`src/hdl/gtar_pkg.sv`:
```
package gtar_pkg;

    localparam int MAX_TRACKS         = 64;
    localparam int MAX_MEAS_PER_TRACK = 32;
    localparam int MAX_UNIQUE_MEAS    = 1024;

    localparam int TRK_W     = $clog2(MAX_TRACKS);
    localparam int NUM_W     = $clog2(MAX_TRACKS + 1);
    localparam int SLOT_W    = (MAX_MEAS_PER_TRACK > 1) ? $clog2(MAX_MEAS_PER_TRACK) : 1;
    localparam int CNT_W     = $clog2(MAX_MEAS_PER_TRACK + 1);
    localparam int MADDR_W   = TRK_W + SLOT_W;
    localparam int UIDX_W    = $clog2(MAX_UNIQUE_MEAS);
    localparam int LU_W      = $clog2(MAX_UNIQUE_MEAS + 1);
    localparam int PVAL_W    = 16;
    localparam int ID_W      = 32;
    localparam int CFG_W     = 16;
    localparam int CFG_IDX_W = 2;
    localparam int OUT_IDX_W = 6;

    localparam int FIFO_DEPTH = 4;
    localparam int FIFO_PTR_W = 2;
    localparam int FIFO_CNT_W = 3;

    localparam logic [CFG_IDX_W-1:0] REG_MIN_MEAS   = 2'd0;
    localparam logic [CFG_IDX_W-1:0] REG_MAX_SHARED = 2'd1;
    localparam logic [CFG_IDX_W-1:0] REG_MAX_ITER   = 2'd2;

    typedef struct packed {
        logic              meas_wr;
        logic              track_close;
        logic              track_ok;
        logic              set_close;
        logic              overflow;
        logic [TRK_W-1:0]  track;
        logic [SLOT_W-1:0] slot;
        logic [ID_W-1:0]   meas_id;
        logic [PVAL_W-1:0] pval;
        logic [CNT_W-1:0]  meas_count;
        logic [NUM_W-1:0]  num_tracks;
    } cmd_t;

    typedef struct packed {
        logic [PVAL_W-1:0] pval;
        logic [CNT_W-1:0]  meas_count;
        logic [CNT_W-1:0]  shared_count;
    } track_rec_t;

    typedef struct packed {
        logic [MAX_TRACKS-1:0] mask;
        logic [NUM_W-1:0]      count;
    } uentry_t;

    typedef struct packed {
        logic             present;
        logic [UIDX_W-1:0] index;
    } uref_t;

    typedef enum logic [4:0] {
        S_IDLE,
        S_BT_RD,
        S_BT_REC,
        S_BM_RD,
        S_BM_ID,
        S_BS_RD,
        S_BS_CMP,
        S_BF_MASK,
        S_BINS,
        S_ST_RD,
        S_ST_REC,
        S_SU_RD,
        S_SU_IDX,
        S_SU_CNT,
        S_W_INIT,
        S_W_RD,
        S_W_CMP,
        S_W_DEC,
        S_R_REC,
        S_R_RD,
        S_R_IDX,
        S_R_MASK,
        S_O_REC,
        S_O_RD,
        S_O_CMP,
        S_OUT
    } state_t;

endpackage

```
`src/hdl/gtar_cmd_fifo.sv`:
```
module gtar_cmd_fifo (
    input  logic           clk,
    input  logic           rst_n,
    input  logic           push,
    input  gtar_pkg::cmd_t din,
    output logic           full,
    input  logic           pop,
    output logic           valid,
    output gtar_pkg::cmd_t dout
);

    gtar_pkg::cmd_t entry_reg [gtar_pkg::FIFO_DEPTH];

    logic [gtar_pkg::FIFO_PTR_W-1:0] wr_ptr_reg, wr_ptr_next;
    logic [gtar_pkg::FIFO_PTR_W-1:0] rd_ptr_reg, rd_ptr_next;
    logic [gtar_pkg::FIFO_CNT_W-1:0] count_reg, count_next;
    logic                            do_push;
    logic                            do_pop;

    assign full    = count_reg == gtar_pkg::FIFO_CNT_W'(gtar_pkg::FIFO_DEPTH);
    assign valid   = count_reg != '0;
    assign dout    = entry_reg[rd_ptr_reg];
    assign do_push = push && !full;
    assign do_pop  = pop && valid;

    always_comb
    begin
        wr_ptr_next = do_push ? wr_ptr_reg + 1'b1 : wr_ptr_reg;
        rd_ptr_next = do_pop ? rd_ptr_reg + 1'b1 : rd_ptr_reg;
        count_next  = count_reg;
        if (do_push && !do_pop)
        begin
            count_next = count_reg + 1'b1;
        end
        else if (!do_push && do_pop)
        begin
            count_next = count_reg - 1'b1;
        end
    end

    always_ff @(posedge clk or negedge rst_n)
    begin
        if (!rst_n)
        begin
            wr_ptr_reg <= '0;
            rd_ptr_reg <= '0;
            count_reg  <= '0;
        end
        else
        begin
            wr_ptr_reg <= wr_ptr_next;
            rd_ptr_reg <= rd_ptr_next;
            count_reg  <= count_next;
        end
    end

    always_ff @(posedge clk)
    begin
        if (do_push)
        begin
            entry_reg[wr_ptr_reg] <= din;
        end
    end

endmodule

```
`config.mk`:
```
export PLATFORM = sky130hd
export DESIGN_NAME = gtar_cmd_fifo
export DESIGN_NICKNAME = d
export VERILOG_FILES = /design/src/hdl/gtar_pkg.sv /design/src/hdl/gtar_cmd_fifo.sv
export SDC_FILE = /design/constraint.sdc
export NUM_CORES = 1
export LEC_CHECK = 0
export BUFFER_PORTS_ARGS = -buffer_cell sky130_fd_sc_hd__buf_2
export CAP_MARGIN = 20
export CORE_MARGIN = 5
export CORE_UTILIZATION = 35
export CTS_BUF_LIST = sky130_fd_sc_hd__clkbuf_4
export DETAILED_ROUTE_END_ITERATION = 8
export SLEW_MARGIN = 5
export SYNTH_ARGS = -nofsm -noshare
export SYNTH_HDL_FRONTEND = slang
export SYNTH_SLANG_ARGS = --single-unit
```
`constraint.sdc`:
```
create_clock -name clk -period 4.5 [get_ports clk]
set_clock_uncertainty 0.15 [all_clocks]
set_input_delay 0.45 -clock clk [delete_from_list [all_inputs] [get_ports clk]]
set_output_delay 0.45 -clock clk [all_outputs]
set_load 0.05 [all_outputs]
```
==> results.md, run 1 <==
* Outcome: finished clean
* CTS H-tree lvls at 3
* Hold crit path type: in -> reg
* Fill count at 2,821
* Register area share after synthesis at 81.8%
* Worst Setup Start Kind: flip-flop
* GR Util met2 at 21.9%
* Endpoints failing setup at 0
* Clk sinks at 315
* Pwr Density at 724 nW/um^2
* Initial Util at 35.4%
* Drt drc at 0
* Total Wirelength at 23,600 microns
* Setup Crit Path Kind: reg -> out
* Overall Global Routing Usage at 12.9%
* Comb power frac at 38.3%
* Syn avg cell area at 26.3 sq um
* RSZ-0062 raised after global routing: no
* Port bufs at 159
* Vias per std cell at 4.56
* Final period utilization at 70.3%
* Post-CTS sizing at 0
* Most common cell after layout, fill and taps aside: edfxtp_1
* Internal power at 6.51 mW
* Clock power share at 23.4%
* CTS root buffer: clkbuf_4
* P&R area growth vs syn at 28.0%
* Post-Place Cells at 1,032
* Die Width at 191 microns
* Pin count of the biggest net entering global routing at 46
* Max Freq at 0.316 GHz
* Die area at 36,700 sq um
* Final min period at 3.17 ns
* Routed Antenna Nets at 0
* Max-Cap Viols at 0
* Switch share at 39.0%
* Worst setup EP type: output port
* Sw power at 4.17 mW
* Clk pin slew, worst setup/hold paths at 0.06 ns
* Fraction of layout cells with a size suffix above 1 at 47.5%
* GR Overflow Total at 0
* Crit Path Max Fanout at 26
* Final core utilization at 45.3%
* Met3 global-route usage at 4.02%
* I/O pin cnt at 160
* Final Non-Filler Cells at 1,259
* DR iter-0 viols at 217
* Pins Over Slew Limit at 0
* First-pass GRT wire length at 36,200 microns
* Relative slew slack at 48.7%
* Total negative slack at 0 ns
* CTS Hold Bufs at 80
* Via count at 5,743
* Most frequent cells in the layout: edfxtp_1 (308), buf_2 (159), clkbuf_4 (119)
* Longest Clk Path Bufs at 3
* Row count at 66
* Post-synth cell types at 21
* Worst slew pin tran at 0.769 ns
* Skew-Pair Late Insertion Delay at 0.66 ns
* GR Util met1 at 15.7%
* CTS buffer count at 83
* Hold Vio Cnt, Final at 0
* Core area at 32,500 sq um
* Height of the die at 191 microns
* Setup bufs post-CTS at 0
* Leak Pwr at 5.17 nW
* TritonCTS clock tree: yes
* Most Crowded Layer GR: met2
* Final Wtd Congestion at 0.706
* Drt wl/cell at 18.7 microns
* Vias in the first global route at 6,666
* Syn nets at 525
* DRT Pass-1 Iters at 4
* Yosys reg bits at 315
* Maximum vdd ir drop at 392 uV
* Initial antenna violation count at 3
* Nets@finish at 842
* Flop pwr share at 38.3%
* DP HPWL at 14,000 microns
* Syn Inst Count at 438
* WP data arrival at 2.57 ns
* Synth warn at 0
* Max reg flops at 308
* Critical path required time at 3.90 ns
* Cell Area, Synth at 11,500 sq um
cell type report:
cell class / count / area (sq um) / area share, %
Sequential cell: 315 / 9430 / 63.9
Multi-Input combinational cell: 101 / 1960 / 13.3
Timing Repair Buffer: 251 / 1700 / 11.5
Clock buffer: 119 / 893 / 6.06
Tap cell: 442 / 553 / 3.75
Clock inverter: 25 / 190 / 1.29
Inverter: 3 / 11.3 / 0.0763
Antenna cell: 3 / 7.51 / 0.0509
per-layer routing:
layer	part of all wire, %	routed length, microns
met5	0	0
met4	1.3	305
met3	6.2	1460
met1	41	9720
met2	51	12100
cells in the mapped netlist:
master | n | area, sq um
edfxtp_1 | 308 | 9250
mux4_2 | 77 | 1730
buf_2 | 8 | 40.0
dfrtp_1 | 7 | 175
ha_1 | 5 | 62.6
and2_1 | 4 | 25.0
buf_4 | 4 | 30.0
clkbuf_1 | 4 | 15.0
xnor2_1 | 4 | 35.0
inv_1 | 3 | 11.3
buf_12 | 2 | 40.0
mux2_2 | 2 | 22.5
xor2_1 | 2 | 17.5
buf_6 | 1 | 11.3
fa_1 | 1 | 20.0
nand2_1 | 1 | 3.75
nand3_1 | 1 | 5.00
nor2_1 | 1 | 3.75
nor2b_1 | 1 | 6.26
nor3b_2 | 1 | 12.5
or3_1 | 1 | 6.26
metrics by stage:
stage          hold WS, ns  power [mW]  area (sq um)  setup slack, ns
6_report             0.136        10.7         14800             1.33
5_1_grt             0.0566        11.2         14800             1.08
4_1_cts             0.0308        10.9         14700             1.14
3_5_place_dp         0.159        8.29         12900             1.79
3_3_place_gp         0.156        8.20         12900             1.93
2_1_floorplan      0.00441        7.32         11500             1.17
power groups by stage:
stage / sequential (mW) / clock [mW] / combinational, mW
after floorplan: 4.06 / 0 / 3.26
after global routing: 4.15 / 2.76 / 4.32
final: 4.09 / 2.50 / 4.08
after global placement: 4.13 / 0 / 4.07
after CTS: 4.11 / 2.61 / 4.18
after detailed placement: 4.17 / 0 / 4.12
worst max-delay path, stage by stage, from the launching register on:
cell	delay, ns
dfrtp_4	0.56
buf_4	0.50
mux4_2	0.59
buf_2	0.23
cell families (layout without fill, tap and decap cells):
family | Yosys count | count (layout) | share of synthesized area, %
and+or+nand+nor | 10 | 10 | 0.543
muxes | 79 | 79 | 15.2
xor gates and xnor gates | 6 | 6 | 0.456
buffers and inverters | 22 | 398 | 1.28
DFF | 315 | 315 | 81.8
other | 0 | 3 | 0
adders and majority gates | 6 | 6 | 0.716
path summary, 6_finish.rpt:
check | endpoint | start | cells after the start | slack [ns]
worst max-delay path | dout[26] | rd_ptr_reg[0] | 3 | 1.33
worst min-delay path | wr_ptr_reg[0] | push | 3 | 0.14
worst max register to register | entry_reg[1][0] | count_reg[2] | 4 | 1.84
worst min register to register | count_reg[2] | count_reg[2] | 1 | 0.36
max in group asynchronous | rd_ptr_reg[0] | rst_n | 3 | 3.26
min in group asynchronous | wr_ptr_reg[1] | rst_n | 3 | 0.62
(Power assumes the default switching activity.)
==> run 2: changes to the inputs <==
==> constraint.sdc (replaced) <==
create_clock -name clk -period 2.89 [get_ports clk]
set_clock_uncertainty 0.15 [all_clocks]
set_input_delay 0.289 -clock clk [delete_from_list [all_inputs] [get_ports clk]]
set_output_delay 0.289 -clock clk [all_outputs]
set_load 0.05 [all_outputs]
==> run 2 against run 1 <==
Effect of this change:
- hold slack better by 0.12 ns
- clock power is 36% higher
- utilization stayed put
- worst setup slack worse by 1.1 ns
- final cell count is 0.87% lower
- first-iteration DRC count is 13% higher
- count of clock-buffer cells in the layout is 14 lower
- register-to-register slack worse by 1.4 ns
- die area stayed put
- power is 53% higher
- largest power group is now combinational logic
==> results.md, run 2 (same netlist as run 1, synthesis figures left out) <==
* Outcome: finished clean
* CTS buffer count at 79
* DR iter-0 viols at 246
* Max-Cap Viols at 0
* Pins Over Slew Limit at 0
* Nets@finish at 842
* Initial antenna violation count at 2
* Initial Util at 35.4%
* Critical path required time at 2.45 ns
* Post-Place Cells at 1,033
* I/O pin cnt at 160
* Relative slew slack at 67.3%
* GR Overflow Total at 0
* Die area at 36,700 sq um
* DP HPWL at 14,100 microns
* Routed Antenna Nets at 0
* Clk sinks at 315
* Skew-Pair Late Insertion Delay at 0.61 ns
* Sequential Area at 9430 sq um
* Final Wtd Congestion at 0.697
* DRT Pass-1 Iters at 4
* Maximum vdd ir drop at 670 uV
* Final min period at 2.65 ns
* Via count at 5,695
* Final period utilization at 91.6%
* Finished Cell Area at 14,800 sq um
* Pin count of the biggest net entering global routing at 79
* RSZ-0062 raised after global routing: no
* Longest Clk Path Bufs at 3
* CTS root buffer: clkbuf_4
* Overall Global Routing Usage at 12.8%
* Worst setup EP type: output port
* Total negative slack at 0 ns
* TritonCTS clock tree: yes
* Core area at 32,500 sq um
* Setup Crit Path Kind: reg -> out
* Clk pin slew, worst setup/hold paths at 0.07 ns
* Min Hold Slack at 0.253 ns
* CTS H-tree lvls at 3
* Hold Vio Cnt, Final at 0
* Fill count at 2,798
* Pwr Density at 1110 nW/um^2
* Total Wirelength at 23,200 microns
* Height of the die at 191 microns
* Most common cell after layout, fill and taps aside: edfxtp_1
* Multi-input gate area at 1960 sq um
* Final Non-Filler Cells at 1,248
* Drt wl/cell at 18.6 microns
* Max Freq at 0.378 GHz
* Fraction of layout cells with a size suffix above 1 at 46.6%
* Placed Instance Area at 13,000 sq um
* Vias in the first global route at 6,479
* Vias per std cell at 4.56
* First-pass GRT wire length at 35,900 microns
* Crit Path Max Fanout at 31
* Die Width at 191 microns
* Most frequent cells in the layout: edfxtp_1 (308), buf_2 (159), clkbuf_4 (105)
* Hold crit path type: in -> reg
* WP data arrival at 2.21 ns
* Drt drc at 0
* Max reg flops at 308
* Post-CTS sizing at 0
* Leak Pwr at 5.15 nW
* Port bufs at 159
* Worst slew pin tran at 0.491 ns
* Endpoints failing setup at 0
* Worst Setup Start Kind: flip-flop
* P&R area growth vs syn at 28.0%
* Row count at 66
==> run 2: cell count changes in the layout (fill, tap and decap cells not counted), sizes merged <==
cell	previous run	this run
clkinv	19	21
dlygate4sd3	80	81
diode	3	2
clkbuf	119	105
bufinv	3	1
inv	4	6
buf	171	174
clkinvlp	2	0
==> run 2: metrics by stage <==
| step | utilization [%] | setup slack, ns | power (mW) |
|---|---|---|---|
| 5_1_grt | 45.3 | 0.0947 | 17.2 |
| 2_1_floorplan | - | 0.293 | 11.4 |
| 3_5_place_dp | 40.0 | 0.492 | 13.1 |
| 3_3_place_gp | 40.0 | 0.611 | 12.9 |
| 4_1_cts | 45.3 | 0.130 | 16.7 |
| 6_report | 45.3 | 0.243 | 16.3 |
==> run 2: where the power goes <==
| group | leakage, nW | switching (mW) | internal (mW) |
|---|---|---|---|
| registers | 2.90 | 0.229 | 6.04 |
| logic | 1.69 | 4.54 | 2.09 |
| clock network | 0.557 | 1.64 | 1.77 |
| total | 5.15 | 6.40 | 9.90 |
==> run 2: worst paths after layout <==
kind | from | depth (start not counted) | slack (ns) | to
min in group asynchronous | rst_n | 3 | 0.50 | rd_ptr_reg[0]
max in group asynchronous | rst_n | 3 | 1.83 | rd_ptr_reg[1]
worst max-delay path | rd_ptr_reg[0] | 3 | 0.24 | dout[0]
worst min-delay path | din[45] | 2 | 0.25 | entry_reg[2][45]
worst min register to register | count_reg[2] | 1 | 0.38 | count_reg[2]
worst max register to register | count_reg[0] | 8 | 0.46 | count_reg[2]
==> run 2: repair_timing <==
action                                  CTS  global route
endpoints found under the hold margin   318             0
hold buffers                             81             0
setup buffers                             2             0
endpoints found under the setup margin   30             0
==> run 2: area by class of cell <==
| type | instances | share of cell area, % |
|---|---|---|
| diodes | 2 | 0.0339 |
| clock buffers | 105 | 5.34 |
| clock inverters | 25 | 0.865 |
| inverters | 3 | 0.0763 |
| multi-input cells | 101 | 13.3 |
| flip-flops and latches | 315 | 63.9 |
| well taps | 442 | 3.75 |
| repair buffers | 255 | 12.7 |
==> run 2: per-layer routing <==
metal,up-vias,GRT usage [%],wire length (microns),share of wire (%)
met5,-,0,0,0
met4,0,4.64,463,2.0
met3,38,4.18,1520,6.5
met2,171,20.8,11600,50
met1,2927,16.1,9590,41
li1,2559,-,-,-
==> run 2: critical path, stage by stage (launching register included) <==
cell and delay, ns:
dfrtp_4 0.50, buf_12 0.27, mux4_2 0.56, buf_2 0.23
