### src/hdl/gtar_pkg.sv
package gtar_pkg;

    localparam int MAX_TRACKS         = 64;
    localparam int MAX_MEAS_PER_TRACK = 32;
    localparam int MAX_UNIQUE_MEAS    = 1024;

    localparam int TRK_W     = $clog2(MAX_TRACKS);
    localparam int NUM_W     = $clog2(MAX_TRACKS + 1);
    localparam int SLOT_W    = (MAX_MEAS_PER_TRACK > 1) ? $clog2(MAX_MEAS_PER_TRACK) : 1;
    localparam int CNT_W     = $clog2(MAX_MEAS_PER_TRACK + 1);
    localparam int MADDR_W   = TRK_W + SLOT_W;
    localparam int UIDX_W    = $clog2(MAX_UNIQUE_MEAS);
    localparam int LU_W      = $clog2(MAX_UNIQUE_MEAS + 1);
    localparam int PVAL_W    = 16;
    localparam int ID_W      = 32;
    localparam int CFG_W     = 16;
    localparam int CFG_IDX_W = 2;
    localparam int OUT_IDX_W = 6;

    localparam int FIFO_DEPTH = 4;
    localparam int FIFO_PTR_W = 2;
    localparam int FIFO_CNT_W = 3;

    localparam logic [CFG_IDX_W-1:0] REG_MIN_MEAS   = 2'd0;
    localparam logic [CFG_IDX_W-1:0] REG_MAX_SHARED = 2'd1;
    localparam logic [CFG_IDX_W-1:0] REG_MAX_ITER   = 2'd2;

    typedef struct packed {
        logic              meas_wr;
        logic              track_close;
        logic              track_ok;
        logic              set_close;
        logic              overflow;
        logic [TRK_W-1:0]  track;
        logic [SLOT_W-1:0] slot;
        logic [ID_W-1:0]   meas_id;
        logic [PVAL_W-1:0] pval;
        logic [CNT_W-1:0]  meas_count;
        logic [NUM_W-1:0]  num_tracks;
    } cmd_t;

    typedef struct packed {
        logic [PVAL_W-1:0] pval;
        logic [CNT_W-1:0]  meas_count;
        logic [CNT_W-1:0]  shared_count;
    } track_rec_t;

    typedef struct packed {
        logic [MAX_TRACKS-1:0] mask;
        logic [NUM_W-1:0]      count;
    } uentry_t;

    typedef struct packed {
        logic             present;
        logic [UIDX_W-1:0] index;
    } uref_t;

    typedef enum logic [4:0] {
        S_IDLE,
        S_BT_RD,
        S_BT_REC,
        S_BM_RD,
        S_BM_ID,
        S_BS_RD,
        S_BS_CMP,
        S_BF_MASK,
        S_BINS,
        S_ST_RD,
        S_ST_REC,
        S_SU_RD,
        S_SU_IDX,
        S_SU_CNT,
        S_W_INIT,
        S_W_RD,
        S_W_CMP,
        S_W_DEC,
        S_R_REC,
        S_R_RD,
        S_R_IDX,
        S_R_MASK,
        S_O_REC,
        S_O_RD,
        S_O_CMP,
        S_OUT
    } state_t;

endpackage

### src/hdl/gtar_front.sv
module gtar_front (
    input  logic                       clk,
    input  logic                       rst_n,
    input  logic                       in_valid,
    output logic                       in_ready,
    input  logic [gtar_pkg::PVAL_W-1:0] in_pval,
    input  logic [gtar_pkg::ID_W-1:0]   in_meas_id,
    input  logic                       in_has_meas,
    input  logic                       in_last_track,
    input  logic                       in_last_set,
    input  logic [5:0]                 min_meas,
    input  logic                       cmd_full,
    output logic                       cmd_push,
    output gtar_pkg::cmd_t             cmd
);

    logic [gtar_pkg::NUM_W-1:0]  loaded_reg, loaded_next;
    logic                        open_reg, open_next;
    logic [gtar_pkg::CNT_W-1:0]  cnt_reg, cnt_next;
    logic [gtar_pkg::PVAL_W-1:0] pval_reg, pval_next;
    logic                        ovf_reg, ovf_next;

    logic                        accept;
    logic                        room;
    logic                        close;
    logic [gtar_pkg::CNT_W-1:0]  cnt_eff;
    logic [gtar_pkg::CNT_W-1:0]  cnt_new;
    logic [gtar_pkg::PVAL_W-1:0] pval_eff;
    logic [gtar_pkg::NUM_W-1:0]  loaded_new;
    logic                        ovf_new;

    assign in_ready = !cmd_full;
    assign accept   = in_valid && !cmd_full;
    assign room     = loaded_reg < gtar_pkg::NUM_W'(gtar_pkg::MAX_TRACKS);
    assign close    = in_last_track || in_last_set;
    assign cnt_eff  = open_reg ? cnt_reg : '0;
    assign pval_eff = open_reg ? pval_reg : in_pval;

    always_comb
    begin
        cmd        = '0;
        cnt_new    = cnt_eff;
        loaded_new = loaded_reg;
        ovf_new    = ovf_reg;
        if (room)
        begin
            if (in_has_meas)
            begin
                if (cnt_eff < gtar_pkg::CNT_W'(gtar_pkg::MAX_MEAS_PER_TRACK))
                begin
                    cmd.meas_wr = 1'b1;
                    cnt_new     = cnt_eff + 1'b1;
                end
                else
                begin
                    ovf_new = 1'b1;
                end
            end
            cmd.track_close = close;
            cmd.track_ok    = 32'(cnt_new) >= 32'(min_meas);
            if (close)
            begin
                loaded_new = loaded_reg + 1'b1;
            end
        end
        else
        begin
            ovf_new = 1'b1;
        end
        cmd.track      = loaded_reg[gtar_pkg::TRK_W-1:0];
        cmd.slot       = cnt_eff[gtar_pkg::SLOT_W-1:0];
        cmd.meas_id    = in_meas_id;
        cmd.pval       = pval_eff;
        cmd.meas_count = cnt_new;
        cmd.set_close  = in_last_set;
        cmd.overflow   = ovf_new;
        cmd.num_tracks = loaded_new;
        cmd_push = accept && (cmd.meas_wr || cmd.track_close || cmd.set_close);
    end

    always_comb
    begin
        loaded_next = loaded_reg;
        open_next   = open_reg;
        cnt_next    = cnt_reg;
        pval_next   = pval_reg;
        ovf_next    = ovf_reg;
        if (accept)
        begin
            if (in_last_set)
            begin
                loaded_next = '0;
                open_next   = 1'b0;
                ovf_next    = 1'b0;
            end
            else
            begin
                loaded_next = loaded_new;
                ovf_next    = ovf_new;
                if (room)
                begin
                    open_next = !close;
                    cnt_next  = cnt_new;
                    pval_next = pval_eff;
                end
            end
        end
    end

    always_ff @(posedge clk or negedge rst_n)
    begin
        if (!rst_n)
        begin
            loaded_reg <= '0;
            open_reg   <= 1'b0;
            ovf_reg    <= 1'b0;
            cnt_reg    <= '0;
        end
        else
        begin
            loaded_reg <= loaded_next;
            open_reg   <= open_next;
            ovf_reg    <= ovf_next;
            cnt_reg    <= cnt_next;
        end
    end

    always_ff @(posedge clk)
    begin
        pval_reg <= pval_next;
    end

endmodule

### config.mk
export PLATFORM = sky130hd
export DESIGN_NAME = gtar_front
export DESIGN_NICKNAME = d
export VERILOG_FILES = /design/src/hdl/gtar_pkg.sv /design/src/hdl/gtar_front.sv
export SDC_FILE = /design/constraint.sdc
export NUM_CORES = 1
export LEC_CHECK = 0
export BUFFER_PORTS_ARGS = -buffer_cell sky130_fd_sc_hd__buf_2
export CAP_MARGIN = 15
export CORE_AREA = 3 3 77 79
export DETAILED_ROUTE_END_ITERATION = 10
export DIE_AREA = 0 0 80 82
export MAX_ROUTING_LAYER = met4
export PLACE_DENSITY_LB_ADDON = 0.2
export SYNTH_ARGS = -nofsm -noshare
export SYNTH_HDL_FRONTEND = slang
export SYNTH_SLANG_ARGS = --single-unit
### constraint.sdc
create_clock -name clk -period 2.5 [get_ports clk]
set_clock_uncertainty 0.15 [all_clocks]
set_input_delay 0.25 -clock clk [delete_from_list [all_inputs] [get_ports clk]]
set_output_delay 0.25 -clock clk [all_outputs]
set_load 0.005 [all_outputs]
==> results.sh, run 1 <==
export IMPL_synth_edf_count=16
export IMPL_cap_violations=0
export IMPL_cp_top_family="simple AND/OR/NAND/NOR gates"
export IMPL_dpl_instance_area_mm2=0.00242
export IMPL_critPathLaunchType="register"
export IMPL_power_leakage_nw=1.29
export IMPL_worstPathRequired_ns=2.10
export IMPL_grt_total_usage_pct=14.1
export IMPL_drc=0
export IMPL_use_met3_pct=4.06
export IMPL_synth_top_area_share_pct=21.4
export IMPL_ys_ff_latch=31
export IMPL_synth_compound_area_share_pct=11.7
export IMPL_start_util_pct=41.6
export IMPL_area_growth_pct=21.5
export IMPL_hold_violations=0
export IMPL_root_buffer="clkbuf_8"
export IMPL_max_stage_delay_ns=0.44
export IMPL_largest_reg_flops=16
export IMPL_synth_top_family_by_area="buffers and inverters"
export IMPL_die_area_mm2=0.00656
export IMPL_synthAdderAreaFrac_pct=3.89
export IMPL_ant_nets=0
export IMPL_setup_worst_path_end_class="primary output"
export IMPL_via_per_inst=4.95
export IMPL_overflow=0
export IMPL_clk_pin_slew_ns=0.06
export IMPL_cts_sinks=31
export IMPL_setup_slack_ns=-0.105
export IMPL_nNetsFinal=350
export IMPL_pin_count=140
export IMPL_path_cells="nand4b_1, buf_4, nor2_4, xnor2_1, ha_2, o211ai_1, or3_1, a21oi_1, buf_2"
export IMPL_cts_max_path_buffers=2
export IMPL_maxSlewViolCount=0
export IMPL_syn_area_per_cell_um2=9.82
export IMPL_crit_type="register to primary output"
export IMPL_cts_buffers=5
export IMPL_muxShareOfSynthArea_pct=10.7
export IMPL_grt_pass1_wl_um=7110
export IMPL_die_y_um=82
export IMPL_synth_top_cells_by_area="edfxtp_1 (21%), dfrtp_1 (17%), buf_4 (14%)"
export IMPL_worst_slew_pin_slew_ns=0.368
export IMPL_n_antenna_cell=0
export IMPL_violations="setup timing"
export IMPL_grt_busiest_layer="met2"
export IMPL_totalWireLength_um=4710
export IMPL_gp_congestion=0.857
export IMPL_crit_cells=9
export IMPL_hold_path_depth=2
export IMPL_path_max_fanout=6
export IMPL_path_buf_inv=2
export IMPL_fin_crit_sh_pct=104
export IMPL_fp_row_count=27
export IMPL_yosysSeqAreaShare_pct=38.0
export IMPL_syn_area_mm2=0.00225
export IMPL_synth_area_leader_cell="edfxtp_1"
export IMPL_rsz0062_at_grt="true"
export IMPL_p_per_area_mw_per_mm2=566
export IMPL_ys_flop_type="edfxtp_1"
export IMPL_slew_headroom_pct=75.5
export IMPL_setup_violations=1
export IMPL_synthesis_instances=229
export IMPL_fmax_ghz=0.384
export IMPL_met2_usage_pct=21.6
export IMPL_drive_gt1_share_pct=48.8
export IMPL_die_width_um=80
export IMPL_synth_xor_area_share_pct=3.89
export IMPL_coreArea_mm2=0.00541
export IMPL_crit_slowest_cell="dfrtp_2"
export IMPL_tns_ns=-0.105
export IMPL_syn_nets=297
export IMPL_critPathArrivalTime_ns=2.21
export IMPL_clk_insertion_delay_late_ns=0.27
export IMPL_use_met1_pct=18.2
export IMPL_async_flop_share_pct=48.4
export IMPL_placement_io_buffers=75
export IMPL_max_vdd_ir_drop_v=0.000329
export IMPL_grt_max_degree=22
export IMPL_drt_pass1_iter_count=4
export IMPL_cts_max_level=2
export IMPL_antenna_found_initial=0
export IMPL_finalInstanceArea_mm2=0.00273
export IMPL_synth_simple_area_share_pct=13.6
export IMPL_min_path_type="primary input to register"
export IMPL_fin_crit_ns=2.61
export IMPL_synth_cell_types=46
export IMPL_yosys_warnings=0
export IMPL_grt_pass1_vias=1524
export IMPL_cts_tree="built"
export IMPL_hpwl_um=3390
export IMPL_reg2reg_depth=4
export IMPL_wl_per_cell_um=13.3
export IMPL_outcome="finished, violations left"
export IMPL_vias=1756
export IMPL_drt_iter0_markers=60
per-stage QoR:
stage | total power, mW | cells | setup slack (ns) | util (%) | hold WS, ns
global placement | 1.05 | 335 | 0.113 | 44.9 | 0.0379
floorplan | 0.959 | 229 | 0.183 | - | -0.196
CTS | 1.56 | 350 | -0.101 | 48.7 | 0.0804
detailed placement | 1.06 | 335 | 0.0829 | 44.9 | 0.0361
finish | 1.55 | 355 | -0.105 | 50.6 | 0.0987
global route | 1.64 | 355 | -0.250 | 50.6 | 0.0944
layout by cell type (no fill, tap or decap), types with 3 or more instances in the layout:
cell	n
nand2_1	17
edfxtp_1	16
nor3_1	3
mux2i_1	6
buf_6	3
clkbuf_8	5
o21ai_1	14
mux2_1	4
mux2_2	12
xor2_1	4
a21oi_1	7
o21ai_0	5
ha_1	4
xnor2_1	5
buf_2	75
dfrtp_1	14
inv_1	10
nand2_2	3
buf_4	16
nor2_1	9
repair_timing:
action                     in CTS  in global routing
gates resized for setup        13                 12
hold endpoints to repair       15                  0
cloned                          0                  0
pin swaps                       5                 14
setup endpoints to repair       1                  1
hold buffers                    1                  0
setup buffers                   6                  6
Yosys cell counts, types with 2 or more instances:
library cell	number
a21oi_1	7
a31oi_1	2
a32o_1	2
and2_1	3
buf_2	4
buf_4	42
clkbuf_1	3
dfrtp_1	15
edfxtp_1	16
ha_1	7
inv_1	11
mux2_1	4
mux2_2	12
mux2i_1	6
nand2_1	20
nand4b_1	2
nor2_1	11
nor2b_1	2
nor3_1	4
o21ai_0	5
o21ai_1	14
o21bai_1	2
o31ai_1	2
or3_1	3
xnor2_1	6
xor2_1	4
worst reg2reg max path, stage by stage (launching register included):
cell and delay (ns):
dfrtp_1 0.33, or3_1 0.32, clkinv_4 0.25, and4b_1 0.26
a211o_1 0.26
metal layers:
layer	part of all wire, %	routed length [µm]	vias up
li1	-	-	859
met1	46	2170	816
met2	45	2140	75
met3	8.0	377	6
met4	0.45	21	0
met5	0	0	-
power by group:
part	switching [mW]	internal, mW	total [mW]
Clock	0.173	0.298	0.471
Sequential	0.0629	0.592	0.654
Combinational	0.192	0.230	0.422
Total	0.428	1.12	1.55
cell type report:
class	count	area (µm²)
multi-input combinational	136	1070
clock buffer	7	76.3
sequential	31	857
inverter	12	50.0
timing repair buffer	96	559
fill	519	2670
tap	72	90.1
clock inverter	1	30.0
final timing paths:
path / start / slack [ns] / end
max: open_reg$_DFFE_PN0P_ / -0.11 / cmd[74]
min: in_last_track / 0.1 / open_reg$_DFFE_PN0P_
max reg2reg: loaded_reg[6]$_DFFE_PN0P_ / 0.81 / cnt_reg[3]$_DFFE_PN0P_
min reg2reg: ovf_reg$_DFFE_PN0P_ / 0.38 / ovf_reg$_DFFE_PN0P_
max in group asynchronous: rst_n / 1.65 / open_reg$_DFFE_PN0P_
min in group asynchronous: rst_n / 0.27 / loaded_reg[3]$_DFFE_PN0P_
cells by family after synthesis:
| group | count (synthesis) |
|---|---|
| buffers and inverters | 62 |
| AO/OA/AOI/OAI | 42 |
| XOR/XNOR | 10 |
| AND/OR/NAND/NOR | 55 |
| flip-flops | 31 |
| multiplexers | 22 |
| adder cells (fa/ha/maj) | 7 |
Note: power is estimated with default switching activity, not from simulation.
==> run 2: changes to the inputs <==
--- a/config.mk
+++ b/config.mk
@@ -7,9 +7,9 @@
 export LEC_CHECK = 0
 export BUFFER_PORTS_ARGS = -buffer_cell sky130_fd_sc_hd__buf_2
 export CAP_MARGIN = 15
-export CORE_AREA = 3 3 77 79
+export CORE_AREA = 3 3 74 76
 export DETAILED_ROUTE_END_ITERATION = 10
-export DIE_AREA = 0 0 80 82
+export DIE_AREA = 0 0 77 79
 export MAX_ROUTING_LAYER = met4
 export PLACE_DENSITY_LB_ADDON = 0.2
 export SYNTH_ARGS = -nofsm -noshare
==> constraint.sdc (replaced) <==
create_clock -name clk -period 3.4 [get_ports clk]
set_clock_uncertainty 0.15 [all_clocks]
set_input_delay 0.68 -clock clk [delete_from_list [all_inputs] [get_ports clk]]
set_output_delay 0.68 -clock clk [all_outputs]
set_load 0.005 [all_outputs]
==> run 2 against run 1 <==
  * The flow now finishes without violations
  * Wire length shrank 6.3%
  * Die area shrank 7.3%
  * Flip-flop and latch count is the same
  * Power shrank 28%
  * Via count shrank 5.6%
  * First-iteration DRC count shrank 38%
  * Critical endpoint unchanged
  * Highest routed layer unchanged
==> results.sh, run 2 (synthesized netlist as in run 1, its figures left out) <==
export IMPL_met3_length_um=409
export IMPL_setup_violations=0
export IMPL_path_max_fanout=6
export IMPL_cap_violations=0
export IMPL_final_common_cell="buf_2"
export IMPL_combPwrFrac_pct=24.7
export IMPL_cts_max_level=2
export IMPL_start_util_pct=47.0
export IMPL_outcome="complete, no violations"
export IMPL_overflow=0
export IMPL_placement_io_buffers=75
export IMPL_die_y_um=79
export IMPL_cts_max_path_buffers=2
export IMPL_coreArea_mm2=0.00479
export IMPL_grt_pass1_vias=1644
export IMPL_gp_congestion=0.754
export IMPL_met2_length_um=1900
export IMPL_hold_violations=0
export IMPL_area_growth_pct=10.8
export IMPL_root_buffer="clkbuf_8"
export IMPL_power_switching_uw=315
export IMPL_grt_total_usage_pct=15.8
export IMPL_wl_met1_um=2050
export IMPL_fin_crit_sh_pct=94.3
export IMPL_critPathLaunchType="primary input"
export IMPL_drt_pass1_iter_count=4
export IMPL_slew_headroom_pct=52.3
export IMPL_worst_slew_pin_slew_ns=0.715
export IMPL_worstPathRequired_ns=2.57
export IMPL_p_int_uw=796
export IMPL_cts_tree="built"
export IMPL_dpl_instance_area_mm2=0.00237
export IMPL_ant_nets=0
export IMPL_rrSetupSlack_ns=1.16
export IMPL_n_antenna_cell=0
export IMPL_clk_pin_slew_ns=0.06
export IMPL_max_vdd_ir_drop_v=0.000271
export IMPL_drive_gt1_share_pct=40.6
export IMPL_grt_pass1_wl_um=7600
export IMPL_drt_iter0_markers=37
export IMPL_clockPowerShare_pct=31.7
export IMPL_critPathArrivalTime_ns=2.38
export IMPL_totalWireLength_um=4420
export IMPL_cts_buffers=5
export IMPL_finalInstanceArea_mm2=0.00249
export IMPL_wl_per_cell_um=13.3
export IMPL_power_leakage_nw=1.19
export IMPL_antenna_found_initial=0
export IMPL_largest_reg_flops=16
export IMPL_via_per_inst=4.98
export IMPL_die_width_um=77
export IMPL_die_area_mm2=0.00608
export IMPL_reg2reg_depth=4
export IMPL_seq_power_share_pct=43.6
export IMPL_fill_cells=479
export IMPL_critPathLaunch="in_has_meas"
export IMPL_hpwl_um=3300
export IMPL_setup_worst_path_end_class="primary output"
export IMPL_pin_count=140
export IMPL_switching_share_pct=28.3
export IMPL_crit_type="primary input to primary output"
export IMPL_fin_crit_ns=3.21
export IMPL_fmax_ghz=0.312
export IMPL_regToRegEndpoint="cnt_reg[3]$_DFFE_PN0P_"
export IMPL_drc=0
export IMPL_clk_insertion_delay_late_ns=0.28
export IMPL_tns_ns=0
export IMPL_rr_startpoint="loaded_reg[6]$_DFFE_PN0P_"
export IMPL_final_core_util_pct=52.1
export IMPL_maxSlewViolCount=0
export IMPL_fp_row_count=25
export IMPL_nNetsFinal=333
export IMPL_setup_worst_path_end="cmd[74]"
export IMPL_grt_max_degree=24
export IMPL_rsz0062_at_grt="false"
export IMPL_vias=1658
export IMPL_min_path_type="primary input to asynchronous set/reset pin"
export IMPL_cts_sinks=31
export IMPL_p_per_area_mw_per_mm2=445
export IMPL_top_layer="met4"
export IMPL_layout_common_cells="buf_2 (75), nand2_1 (20), edfxtp_1 (16)"
-- run 2: changes by cell type in the layout (fill, tap and decap cells not counted), sizes merged --
cell	before	now
buf	95	79
clkinv	1	3
dlygate4sd3	1	0
clkbuf	7	5
-- run 2: worst min-delay path by stage --
stage | startpoint | to | slack (ns) | depth (start not counted)
final | rst_n | loaded_reg[1]$_DFFE_PN0P_ | 0.15 | 1
after global routing | rst_n | loaded_reg[3]$_DFFE_PN0P_ | 0.16 | 1
after CTS | rst_n | loaded_reg[5]$_DFFE_PN0P_ | 0.15 | 1
after detailed placement | ovf_reg$_DFFE_PN0P_ | ovf_reg$_DFFE_PN0P_ | 0.36 | 2
after global placement | ovf_reg$_DFFE_PN0P_ | ovf_reg$_DFFE_PN0P_ | 0.37 | 2
after floorplan | rst_n | cnt_reg[0]$_DFFE_PN0P_ | 0.23 | 0
-- run 2: layout make-up --
cell class,count,area [µm²],area share (%)
well taps,67,83.8,3.36
clock inverters,3,38.8,1.56
multi-input cells,136,986,39.5
flip-flops and latches,31,857,34.4
inverters,12,50.0,2.01
repair buffers,79,409,16.4
clock buffers,5,68.8,2.76
-- run 2: power by group through the flow --
stage | sequential (mW) | combinational, mW | clock, mW
after global placement | 0.490 | 0.273 | 0
after floorplan | 0.478 | 0.227 | 0
after CTS | 0.484 | 0.279 | 0.364
after detailed placement | 0.491 | 0.278 | 0
final | 0.484 | 0.275 | 0.352
after global routing | 0.492 | 0.315 | 0.380
-- run 2: repair_timing --
item                                    CTS  global route
hold buffers                              0             0
resized for setup                         0             2
setup buffers                             0             2
endpoints found under the setup margin    0             1
-- run 2: layer usage --
metal / vias to the layer above / global-route usage [%]
met5: - / -
li1: 829 / -
met3: 9 / 5.90
met2: 77 / 26.0
met1: 743 / 18.2
met4: 0 / 4.98
-- run 2: worst max-delay path: stages --
cell,delay (ns)
buf_2,0.14
nand4b_1,0.23
nor2_1,0.26
xnor2_1,0.11
ha_1,0.29
o211ai_1,0.09
or3_1,0.34
a21oi_1,0.12
buf_2,0.13
-- run 2: through the flow --
| stage | hold WS, ns | power [mW] | std cells | worst slack (ns) |
|---|---|---|---|---|
| after floorplan | 0.234 | 0.705 | 229 | 0.491 |
| after global placement | 0.367 | 0.763 | 323 | 0.185 |
| after detailed placement | 0.362 | 0.769 | 323 | 0.116 |
| after CTS | 0.153 | 1.13 | 331 | 0.0692 |
| after global routing | 0.155 | 1.19 | 333 | 0.0285 |
| final | 0.148 | 1.11 | 333 | 0.192 |
==> run 3: changes to the inputs <==
--- a/config.mk
+++ b/config.mk
@@ -5,11 +5,12 @@
 export SDC_FILE = /design/constraint.sdc
 export NUM_CORES = 1
 export LEC_CHECK = 0
+export ABC_AREA = 0
 export BUFFER_PORTS_ARGS = -buffer_cell sky130_fd_sc_hd__buf_2
 export CAP_MARGIN = 15
-export CORE_AREA = 3 3 74 76
+export CORE_AREA = 3 3 77 79
 export DETAILED_ROUTE_END_ITERATION = 10
-export DIE_AREA = 0 0 77 79
+export DIE_AREA = 0 0 80 82
 export MAX_ROUTING_LAYER = met4
 export PLACE_DENSITY_LB_ADDON = 0.2
 export SYNTH_ARGS = -nofsm -noshare
==> constraint.sdc (replaced) <==
create_clock -name clk -period 3.2 [get_ports clk]
set_clock_uncertainty 0.15 [all_clocks]
set_input_delay 0.64 -clock clk [delete_from_list [all_inputs] [get_ports clk]]
set_output_delay 0.64 -clock clk [all_outputs]
set_load 0.005 [all_outputs]
==> run 3 against run 2 <==
  * Core utilization is 4.2 points lower
  * Setup slack worse by 0.090 ns
  * Sequential share of layout area fell by 1.2 points
  * Critical path depth is 2 higher
  * Global-route usage is 1.2 points lower
  * Combinational power rose by 11%
  * Flip-flop and latch count unchanged
  * Via count is 0.12% higher
  * Wire length is 1.3% higher
  * Cell count up 3.6%
==> results.sh, run 3 (synthesized netlist as in run 1, its figures left out) <==
export IMPL_power_leakage_nw=1.23
export IMPL_worst_slew_pin_slew_ns=0.722
export IMPL_wl_per_cell_um=13.0
export IMPL_final_common_cell="buf_2"
export IMPL_finalInstanceArea_mm2=0.00259
export IMPL_die_y_um=82
export IMPL_ant_nets=0
export IMPL_holdWs_ns=0.120
export IMPL_fp_row_count=27
export IMPL_cpMostUsedCell="buf_4"
export IMPL_setup_slack_ns=0.102
export IMPL_setup_violations=0
export IMPL_grt_pass1_vias=1556
export IMPL_cap_violations=0
export IMPL_maxSlewViolCount=0
export IMPL_die_width_um=80
export IMPL_outcome="complete, no violations"
export IMPL_drt_pass1_iter_count=4
export IMPL_hpwl_um=3370
export IMPL_clk_pin_slew_ns=0.07
export IMPL_crit_slowest_cell="dfrtp_2"
export IMPL_cts_tree="built"
export IMPL_grt_total_usage_pct=14.6
export IMPL_totalWireLength_um=4470
export IMPL_setup_worst_path_end_class="primary output"
export IMPL_cts_buffers=5
export IMPL_fill_cells=516
export IMPL_root_buffer="clkbuf_8"
export IMPL_pin_count=140
export IMPL_via_per_inst=4.81
export IMPL_n_antenna_cell=0
export IMPL_overflow=0
export IMPL_gp_congestion=0.800
export IMPL_die_area_mm2=0.00656
export IMPL_placement_io_buffers=75
export IMPL_crit_type="register to primary output"
export IMPL_crit_cells=11
export IMPL_dpl_instance_area_mm2=0.00239
export IMPL_clk_insertion_delay_late_ns=0.28
export IMPL_reg2reg_depth=4
export IMPL_cp_top_family="buffers and inverters"
export IMPL_drc=0
export IMPL_postCtsHoldBufs=0
export IMPL_path_buf_inv=4
export IMPL_fin_crit_sh_pct=96.8
export IMPL_fin_crit_ns=3.10
export IMPL_hold_violations=0
export IMPL_drt_iter0_markers=45
export IMPL_final_core_util_pct=47.9
export IMPL_min_path_type="primary input to asynchronous set/reset pin"
export IMPL_nNetsFinal=340
export IMPL_critPathArrivalTime_ns=2.31
export IMPL_grt_pass1_wl_um=7300
export IMPL_path_max_fanout=6
export IMPL_p_per_area_mw_per_mm2=468
export IMPL_max_stage_delay_ns=0.42
export IMPL_grt_max_degree=22
export IMPL_layout_common_cells="buf_2 (75), nand2_1 (19), edfxtp_1 (16)"
export IMPL_critPathLaunchType="register"
export IMPL_drive_gt1_share_pct=45.1
export IMPL_p_total_mw=1.21
export IMPL_start_util_pct=41.6
export IMPL_max_vdd_ir_drop_v=0.000299
export IMPL_pre_cts_ws_ns=0.112
export IMPL_cts_sinks=31
export IMPL_coreArea_mm2=0.00541
export IMPL_antenna_found_initial=0
export IMPL_cts_max_path_buffers=2
export IMPL_largest_reg_flops=16
export IMPL_path_cells="buf_4, nand4b_1, buf_4, buf_6, nand2_1, o21ai_1, ha_1, a2111oi_2, or3_1, a21oi_2, buf_2"
export IMPL_fmax_ghz=0.323
export IMPL_worstPathRequired_ns=2.41
export IMPL_area_growth_pct=15.1
export IMPL_slew_headroom_pct=51.9
export IMPL_vias=1660
export IMPL_cts_max_level=2
==> run 3: path summary, 6_finish.rpt <==
path / startpoint / to / slack, ns
hold / removal: rst_n / loaded_reg[1]$_DFFE_PN0P_ / 0.12
setup reg to reg: loaded_reg[6]$_DFFE_PN0P_ / cnt_reg[3]$_DFFE_PN0P_ / 0.93
max in group asynchronous: rst_n / open_reg$_DFFE_PN0P_ / 2.48
hold reg to reg: ovf_reg$_DFFE_PN0P_ / ovf_reg$_DFFE_PN0P_ / 0.38
setup / recovery: open_reg$_DFFE_PN0P_ / cmd[74] / 0.10
min in group clk: ovf_reg$_DFFE_PN0P_ / ovf_reg$_DFFE_PN0P_ / 0.38
==> run 3: timing repair <==
item | in CTS | in global routing
buffers inserted | 0 | 7
setup endpoints to repair | 1 | 1
gates cloned | 0 | 0
pin swaps | 0 | 1
gates resized for setup | 1 | 12
==> run 3: routing by layer <==
| layer | part of all wire [%] | global-route usage, % |
|---|---|---|
| met5 | 0 | - |
| met4 | 1.4 | 5.91 |
| met3 | 7.6 | 3.73 |
| met2 | 44 | 21.8 |
| met1 | 47 | 19.1 |
==> run 3: stage by stage <==
stage | instances | TNS (ns)
3_3_place_gp | 330 | 0
5_1_grt | 345 | -0.0145
2_1_floorplan | 229 | 0
3_5_place_dp | 330 | 0
4_1_cts | 338 | 0
6_report | 345 | 0
==> run 3: area by class of cell <==
cell class	instances	area [µm²]	share of cell area, %
Multi-Input combinational cell	136	1010	39.0
Sequential cell	31	858	33.1
Timing Repair Buffer	86	463	17.9
Tap cell	72	90.1	3.48
Clock buffer	6	82.6	3.19
Inverter	12	50.0	1.93
Clock inverter	2	35.0	1.35
==> run 3: power by group <==
part,total (mW),switching [mW],internal (mW)
sequential,0.514,0.0515,0.462
clock,0.392,0.140,0.252
combinational,0.306,0.141,0.166
